$ cat config.mk
export PLATFORM = sky130hd
export DESIGN_NAME = tmcr_seq
export DESIGN_NICKNAME = d
export VERILOG_FILES = /design/src/design/tmcr_pkg.sv /design/src/design/tmcr_seq.sv
export SDC_FILE = /design/constraint.sdc
export NUM_CORES = 1
export LEC_CHECK = 0
export BUFFER_PORTS_ARGS = -buffer_cell sky130_fd_sc_hd__buf_4
export CAP_MARGIN = 5
export CORE_MARGIN = 4
export CORE_UTILIZATION = 56
export DETAILED_ROUTE_END_ITERATION = 7
export PLACE_DENSITY = 0.91
export SLEW_MARGIN = 20
export SYNTH_ARGS = -nofsm -noshare
export SYNTH_HDL_FRONTEND = slang
export SYNTH_SLANG_ARGS = --single-unit
$ cat constraint.sdc
create_clock -name i_clk -period 23 [get_ports i_clk]
set_input_delay 0 -clock i_clk [delete_from_list [all_inputs] [get_ports i_clk]]
set_output_delay 0 -clock i_clk [all_outputs]
set_load 0.01 [all_outputs]
$ cat src/design/tmcr_pkg.sv
package tmcr_pkg;

    // text grid and glyph geometry
    localparam int TEXT_COLS   = 80;
    localparam int TEXT_ROWS   = 25;
    localparam int GLYPH_LINES = 16;

    localparam int LINE_W      = $clog2(GLYPH_LINES);
    localparam int NUM_CELLS   = TEXT_COLS * TEXT_ROWS;

    // reciprocal of the column count, 16 fraction bits
    localparam int COL_RECIP   = 65536 / TEXT_COLS;

    // video window, organized as 16-bit words (even byte low, odd byte high)
    localparam int WIN_WORDS   = 4096;
    localparam int WADDR_W     = $clog2(WIN_WORDS);

    localparam logic [12:0] PAL_BASE  = 13'h0FA0;
    localparam logic [12:0] PAL_END   = 13'h0FC0;
    localparam logic [12:0] FONT_BASE = 13'h1000;

    localparam logic [WADDR_W-1:0] PAL_WORD  = WADDR_W'(12'h7D0);
    localparam logic [WADDR_W-1:0] FONT_WORD = WADDR_W'(12'h800);

    // item function codes
    localparam logic FUNC_WRITE  = 1'b0;
    localparam logic FUNC_RENDER = 1'b1;

    // result kinds
    localparam logic [1:0] REDRAW_PIXEL = 2'd0;
    localparam logic [1:0] REDRAW_CELL  = 2'd1;
    localparam logic [1:0] REDRAW_FULL  = 2'd2;

    // configuration register indexes
    localparam logic [1:0] CFG_VIDEO_MODE = 2'd0;
    localparam logic [1:0] CFG_CURSOR_COL = 2'd1;
    localparam logic [1:0] CFG_CURSOR_ROW = 2'd2;

    typedef enum logic [2:0] {
        ST_CLEAR,
        ST_IDLE,
        ST_WR_CELL,
        ST_RD_ATTR,
        ST_RD_PAL,
        ST_GLYPH
    } t_state;

    typedef struct packed {
        logic [7:0] video_mode;
        logic [6:0] cursor_col;
        logic [4:0] cursor_row;
    } t_cfg;

    typedef struct packed {
        logic               we;
        logic [1:0]         be;
        logic [WADDR_W-1:0] waddr;
        logic [15:0]        wdata;
        logic [WADDR_W-1:0] raddr_a;
        logic [WADDR_W-1:0] raddr_b;
    } t_ram_req;

    typedef struct packed {
        logic [7:0][23:0] pixels;
        logic [9:0]       screen_x;
        logic [8:0]       screen_y;
        logic             last_row;
        logic [1:0]       redraw_kind;
    } t_result;

endpackage

$ cat src/design/tmcr_seq.sv
module tmcr_seq (
    input  logic                  i_clk,
    input  logic                  i_rst_n,
    input  logic                  i_start,
    output logic                  o_busy,
    input  logic                  i_func,
    input  logic [12:0]           i_window_offset,
    input  logic [7:0]            i_write_byte,
    input  logic [6:0]            i_cell_col,
    input  logic [4:0]            i_cell_row,
    input  logic                  i_blink_phase,
    input  tmcr_pkg::t_cfg        i_cfg,
    output tmcr_pkg::t_ram_req    o_ram_req,
    input  logic [15:0]           i_rdata_a,
    input  logic [15:0]           i_rdata_b,
    output logic                  o_valid,
    output tmcr_pkg::t_result     o_res
);
    import tmcr_pkg::*;

    localparam logic [LINE_W-1:0] LAST_LINE   = LINE_W'(GLYPH_LINES - 1);
    localparam logic [LINE_W-1:0] CURSOR_LINE = LINE_W'(GLYPH_LINES - 2);

    t_state                 r_state, n_state;
    logic [WADDR_W-1:0]     r_clr_addr, n_clr_addr;
    logic                   r_valid, n_valid;
    t_result                r_res, n_res;

    logic [11:0]            r_cell, n_cell;
    logic [11:0]            r_q, n_q;
    logic [6:0]             r_col, n_col;
    logic [4:0]             r_row, n_row;
    logic                   r_cursor, n_cursor;
    logic [7:0]             r_ch, n_ch;
    logic [23:0]            r_fg, n_fg;
    logic [23:0]            r_bg, n_bg;
    logic [LINE_W-1:0]      r_line, n_line;

    // cell locate arithmetic
    logic [18:0]            col_prod;
    logic [11:0]            col_rem;
    logic                   col_over;
    logic [11:0]            col_fin;
    logic [8:0]             y_est;

    // glyph line shading
    logic [7:0]             font_byte;
    logic [LINE_W-1:0]      next_line;

    // palette word to 24-bit rgb
    function automatic logic [23:0] pal_rgb(input logic [15:0] w);
        pal_rgb = {w[11:8], 4'h0, w[7:4], 4'h0, w[3:0], 4'h0};
    endfunction

    // word address of one glyph line
    function automatic logic [WADDR_W-1:0] font_addr(input logic [7:0] ch,
                                                     input logic [LINE_W-1:0] line);
        font_addr = FONT_WORD | WADDR_W'({ch, 3'(line >> 1)});
    endfunction

    assign o_busy  = (r_state != ST_IDLE);
    assign o_valid = r_valid;
    assign o_res   = r_res;

    always_comb begin
        col_prod = 19'(r_q) * 19'(TEXT_COLS);
        col_rem  = 12'(19'(r_cell) - col_prod);
        col_over = (col_rem >= 12'(TEXT_COLS));
        col_fin  = col_over ? col_rem - 12'(TEXT_COLS) : col_rem;
        y_est    = 9'(int'(r_q) * GLYPH_LINES);
    end

    always_comb begin
        font_byte = r_line[0] ? i_rdata_a[15:8] : i_rdata_a[7:0];
        if (r_cursor && (r_line >= CURSOR_LINE)) begin
            font_byte = ~font_byte;
        end
        next_line = r_line + LINE_W'(1);
    end

    // next state, memory requests and results
    always_comb begin
        n_state    = r_state;
        n_clr_addr = r_clr_addr;
        n_valid    = 1'b0;
        n_res      = r_res;
        n_cell     = r_cell;
        n_q        = r_q;
        n_col      = r_col;
        n_row      = r_row;
        n_cursor   = r_cursor;
        n_ch       = r_ch;
        n_fg       = r_fg;
        n_bg       = r_bg;
        n_line     = r_line;
        o_ram_req  = '0;

        case (r_state)
            // zero the window one word a cycle
            ST_CLEAR: begin
                o_ram_req.we    = 1'b1;
                o_ram_req.be    = 2'b11;
                o_ram_req.waddr = r_clr_addr;
                n_clr_addr      = r_clr_addr + WADDR_W'(1);
                if (r_clr_addr == WADDR_W'(WIN_WORDS - 1)) begin
                    n_state = ST_IDLE;
                end
            end

            ST_IDLE: begin
                if (i_start && i_func == FUNC_WRITE) begin
                    // store the byte, then classify the offset
                    o_ram_req.we    = 1'b1;
                    o_ram_req.be    = i_window_offset[0] ? 2'b10 : 2'b01;
                    o_ram_req.waddr = WADDR_W'(i_window_offset[12:1]);
                    o_ram_req.wdata = {i_write_byte, i_write_byte};
                    n_cell = i_window_offset[12:1];
                    n_q    = 12'((29'(i_window_offset[12:1]) * 29'(COL_RECIP)) >> 16);
                    if (i_cfg.video_mode == 8'd0) begin
                        if (i_window_offset < PAL_BASE) begin
                            n_state = ST_WR_CELL;
                        end else if (i_window_offset < PAL_END ||
                                     i_window_offset >= FONT_BASE) begin
                            n_valid = 1'b1;
                            n_res   = '0;
                            n_res.redraw_kind = REDRAW_FULL;
                        end
                    end
                end else if (i_start && i_func == FUNC_RENDER) begin
                    // fetch the character and attribute word
                    o_ram_req.raddr_a = WADDR_W'(int'(i_cell_row) * TEXT_COLS +
                                                 int'(i_cell_col));
                    n_col    = i_cell_col;
                    n_row    = i_cell_row;
                    n_cursor = (i_cell_col == i_cfg.cursor_col) &&
                               (i_cell_row == i_cfg.cursor_row) && i_blink_phase;
                    if (i_cfg.video_mode == 8'd0 &&
                        {1'b0, i_cell_col} < 8'(TEXT_COLS) &&
                        {2'b00, i_cell_row} < 7'(TEXT_ROWS)) begin
                        n_state = ST_RD_ATTR;
                    end
                end
            end

            // finish cell / column split and report the touched cell
            ST_WR_CELL: begin
                n_state = ST_IDLE;
                if (14'(r_cell) < 14'(NUM_CELLS)) begin
                    n_valid = 1'b1;
                    n_res   = '0;
                    n_res.redraw_kind = REDRAW_CELL;
                    n_res.screen_x    = 10'({col_fin, 3'b000});
                    n_res.screen_y    = col_over ? y_est + 9'(GLYPH_LINES) : y_est;
                end
            end

            // attribute arrives, fetch both palette entries
            ST_RD_ATTR: begin
                n_ch = i_rdata_a[7:0];
                o_ram_req.raddr_a = PAL_WORD + WADDR_W'(i_rdata_a[11:8]);
                o_ram_req.raddr_b = PAL_WORD + WADDR_W'(i_rdata_a[15:12]);
                n_state = ST_RD_PAL;
            end

            // colors arrive, fetch the first glyph line
            ST_RD_PAL: begin
                n_fg   = pal_rgb(i_rdata_a);
                n_bg   = pal_rgb(i_rdata_b);
                n_line = '0;
                o_ram_req.raddr_a = font_addr(r_ch, '0);
                n_state = ST_GLYPH;
            end

            // one glyph line per cycle
            ST_GLYPH: begin
                o_ram_req.raddr_a = font_addr(r_ch, next_line);
                n_valid = 1'b1;
                for (int x = 0; x < 8; x++) begin
                    n_res.pixels[x] = font_byte[7 - x] ? r_fg : r_bg;
                end
                n_res.screen_x    = 10'({r_col, 3'b000});
                n_res.screen_y    = 9'(int'(r_row) * GLYPH_LINES + int'(r_line));
                n_res.last_row    = (r_line == LAST_LINE);
                n_res.redraw_kind = REDRAW_PIXEL;
                n_line = next_line;
                if (r_line == LAST_LINE) begin
                    n_state = ST_IDLE;
                end
            end

            default: begin
                n_state = ST_IDLE;
            end
        endcase
    end

    // control state
    always_ff @(posedge i_clk) begin
        if (!i_rst_n) begin
            r_state    <= ST_CLEAR;
            r_clr_addr <= '0;
            r_valid    <= 1'b0;
        end else begin
            r_state    <= n_state;
            r_clr_addr <= n_clr_addr;
            r_valid    <= n_valid;
        end
    end

    // datapath registers
    always_ff @(posedge i_clk) begin
        r_res    <= n_res;
        r_cell   <= n_cell;
        r_q      <= n_q;
        r_col    <= n_col;
        r_row    <= n_row;
        r_cursor <= n_cursor;
        r_ch     <= n_ch;
        r_fg     <= n_fg;
        r_bg     <= n_bg;
        r_line   <= n_line;
    end

endmodule

==> run_results.csv <==
group,metric,value,unit
outcome,outcome,"finished clean",
synth,yosysSeqAreaShare,45.6,%
route,drc_errors,0,
cts,clk_pin_slew,0.08,ns
floorplanning,core-area,22000,µm²
cts,cts_setup_buffers,0,
synth,yosysWarnings,0,
route,postRouteAntennaNets,0,
timing,relSlewSlack,22.3,%
synth,ys_types,60,
setup_path,end_kind,"flop",
synth,synthArstFlopShare,0,%
cts,numCtsBuffers,17,
worst_hold_path,min_from,"i_start",
synth,syn_avg_cell_area,10.4,µm²
pwr,pwr-share-seq,41.6,%
setup_path,crit_path_cell_trace,"dlygate4sd3_1 > buf_4 > inv_1 > ha_1 > ha_1 > inv_1 > fa_1 > inv_1 > fa_1 > inv_1 > fa_1 > inv_1 > ha_1 > a21o_1 > a21oi_1 > a21boi_0 > nand3_1 > o21ai_0 > a221oi_1 > xnor2_1",
synth,synth_edf_count,182,
global_route,grt_antenna_before_repair,0,
floorplanning,die_y,159,µm
route,drt_first_pass_iters,6,
cts,h-tree-depth,4,
setup_path,arrival,5.01,ns
setup_path,critPathMostFrequentCell,"inv_1",
placement,postPlaceCellArea,14300,µm²
placement,gp_congestion,0.904,
floorplanning,io_pins,361,
setup_path,crit_slowest_cell,"dlygate4sd3_1",
global_route,overflow,0,
synth,netlist_area,12700,µm²
timing,tns,0,ns
worst_hold_path,hold_class,"input pin to flop",
worst_hold_path,hold_end,"r_state[1]",
timing,whs,0.0920,ns
route,drt-total-wl,35.8,mm
route,drt_iter0_drc,1032,
finish,fin_area,15500,µm²
setup_path,r2r_end,"o_res[9]",
setup_path,critPathMaxFanout,7,
placement,io_buffers,255,
global_route,grt_start_max_net_pins,103,
finish,diodes,0,
setup_path,path_depth,20,
synth,synth-seq-cells,198,
timing,setup_viol,0,
global_route,grt_util_all_layers,27.3,%
setup_path,startpoint_type,"input pin",
timing,min_period,4.82,ns
floorplanning,initial_core_util,57.6,%
cts,cts.sinks,198,
finish,nets,1698,
setup_path,r2r-start,"r_q[3]",
finish,utilization,70.2,%
pwr,p_sw,0.300,mW
route,vias,10200,
finish,drive_gt1_share,20.9,%
timing,hold_viol,0,
route,routedWlPerCell,20.3,µm
floorplanning,die_x,159,µm
cts,root_buffer,"clkbuf_16",
pwr,powerDensity,61.1,nW/µm²
timing,period_share,21.0,%
pwr,power.share.combinational,24.7,%
synth,netlist_instances,1219,
setup_path,startpoint,"i_window_offset[5]",
cts,clk-insertion-delay-late,0.45,ns
run,maxCapViolations,0,
timing,clock.fmax,0.207,GHz
finish,synthToLayoutAreaGrowth,21.9,%
floorplanning,die_area,25100,µm²
synth,synthFlopType,"edfxtp_1",
timing,fin_skew,0.0156,ns
setup_path,cp.required,23.18,ns
finish,fin_cells,1762,
setup_path,cp_top_family,"adder cells",
finish,nFillCells,1411,
timing,worst_pin_slew,1.16,ns
finish,multi_input_area,5910,µm²
worst_hold_path,min_path_cells,5,
setup_path,criticalPathCategory,"input pin to flop",
setup_path,worst-path-buf-inv,7,
pwr,p_clk_share,33.7,%
timing,slew_violations,0,
finish,regArea,5790,µm²
floorplanning,rows,54,
pwr,leakage,6.67,nW
setup_path,critPathMaxStageDelay,0.53,ns
global_route,grt_pass1_vias,10100,
timing,rsz0062_at_grt,"false",
route,via_per_inst,5.77,
pwr,sw_frac_of_total,31.8,%
setup_path,rr_worst_depth,11,
pwr,vdd_drop_max,0.0615,mV
placement,dpl.cell_count,1679,
placement,dp_hpwl,25.5,mm
global_route,grt_pass1_wl,52.9,mm
pwr,p_int,0.644,mW
setup_path,r2r_slack,19.09,ns
cts,cts_tree,"built",
cts,clockBufferDepth,2,
[synthesized netlist by cell type (2+ instances only)]
cell type / count / share of area, %
a211o_1: 2 / 0.14
a21boi_0: 3 / 0.18
a21o_1: 17 / 1.0
a21oi_1: 114 / 4.5
a21oi_2: 2 / 0.14
a221o_1: 9 / 0.71
a22o_1: 17 / 1.2
a32oi_1: 3 / 0.21
and2_1: 19 / 0.94
and3_1: 13 / 0.64
buf_1: 15 / 0.44
buf_2: 21 / 0.83
buf_4: 114 / 6.7
clkbuf_1: 32 / 0.95
dfxtp_1: 16 / 2.5
edfxtp_1: 182 / 43
fa_1: 30 / 4.7
ha_1: 109 / 11
inv_1: 79 / 2.3
mux2i_1: 15 / 1.2
nand2_1: 217 / 6.4
nand2b_1: 2 / 0.099
nand3_1: 18 / 0.71
nand4_1: 8 / 0.39
nor2_1: 22 / 0.65
nor2b_1: 7 / 0.35
nor3_1: 7 / 0.28
nor3b_1: 4 / 0.24
nor4_1: 3 / 0.15
o2111ai_1: 2 / 0.14
o21ai_0: 19 / 0.75
o311ai_0: 2 / 0.14
o31ai_1: 2 / 0.12
or3_1: 3 / 0.15
xnor2_1: 36 / 2.5
xor2_1: 31 / 2.1
[stage by stage]
stage / worst slack (ns) / power (mW)
final: 18.18 / 0.945
after global routing: 17.91 / 0.991
after CTS: 18.24 / 0.943
after detailed placement: 18.32 / 0.622
after global placement: 18.42 / 0.607
after floorplan: 12.70 / 0.570
[registers in the layout, indices dropped and copies added (netlist names)]
register	flops
r_row	5
o_res	115
r_cell	12
r_ch	8
r_col	7
r_q	6
r_line	4
o_valid	1
r_fg	12
r_clr_addr	12
r_state	3
r_bg	12
r_cursor	1
[worst reg2reg max path, cell delays in order, from the launching register on]
cell and delay (ns):
edfxtp_1 0.53, ha_1 0.36, ha_1 0.23, fa_1 0.49
inv_1 0.05, ha_1 0.33, a21oi_2 0.17, a21oi_1 0.09
or3_4 0.40, a211oi_4 0.55, mux2i_1 0.18, a211o_1 0.29
[layer usage]
metal,routed length [µm],track usage (%),vias up
met1,12200,32.2,4787
li1,-,-,4483
met2,17600,46.3,741
met4,2000,14.1,0
met5,0,0,-
met3,3990,6.50,158
[what timing repair did]
item	4_1_cts	5_1_grt
hold buffers	51	0
resized for setup	0	0
endpoints found under the hold margin	73	0
[logic make-up after synthesis]
| group | after synthesis | synth area share [%] |
|---|---|---|
| XOR/XNOR | 67 | 4.62 |
| flip-flops | 198 | 45.6 |
| AND/OR/NAND/NOR | 329 | 11.4 |
| buffers and inverters | 261 | 11.3 |
| AO/OA/AOI/OAI | 209 | 10.4 |
| multiplexers | 15 | 1.18 |
| adder cells (fa/ha/maj) | 139 | 15.5 |
| other | 1 | 0.0295 |
[layout make-up]
type / count / area share, %
clock buffer: 17 / 2.75
clock inverter: 15 / 1.47
inverter: 79 / 1.92
multi-input combinational: 860 / 38.2
sequential: 198 / 37.4
tap: 280 / 2.26
timing repair buffer: 313 / 16.0
[layout by cell type, fill, tap and decap left out, types with 6 or more instances in the layout]
cell             n
edfxtp_1       182
nand2_1        216
xnor2_1         34
clkbuf_16       17
nand3_1         18
a21o_1          17
a221o_1          9
fa_1            30
nand4_1          8
dfxtp_1         16
and3_1          13
and2_1          19
dlygate4sd3_1   51
clkinv_8         6
o21ai_0         19
buf_4          262
nor2b_1          6
a22o_1          17
a21oi_1        114
ha_1           109
inv_1           79
xor2_1          31
conb_1         101
mux2i_1         15
nor3_1           6
nor2_1          21
[power groups by stage]
stage / sequential, mW / combinational [mW] / clock [mW]
global placement: 0.401 / 0.206 / 0
global route: 0.393 / 0.262 / 0.336
CTS: 0.393 / 0.229 / 0.321
floorplan: 0.401 / 0.169 / 0
detailed placement: 0.401 / 0.221 / 0
finish: 0.393 / 0.233 / 0.318
[how the worst max path moves through the flow]
stage                     slack, ns       to
final                         18.18   r_q[5]
after global routing          17.91   r_q[5]
after CTS                     18.24   r_q[5]
after detailed placement      18.32   r_q[5]
after global placement        18.42   r_q[5]
after floorplan               12.70  o_valid
No activity file was read; power rests on OpenSTA's default activity.
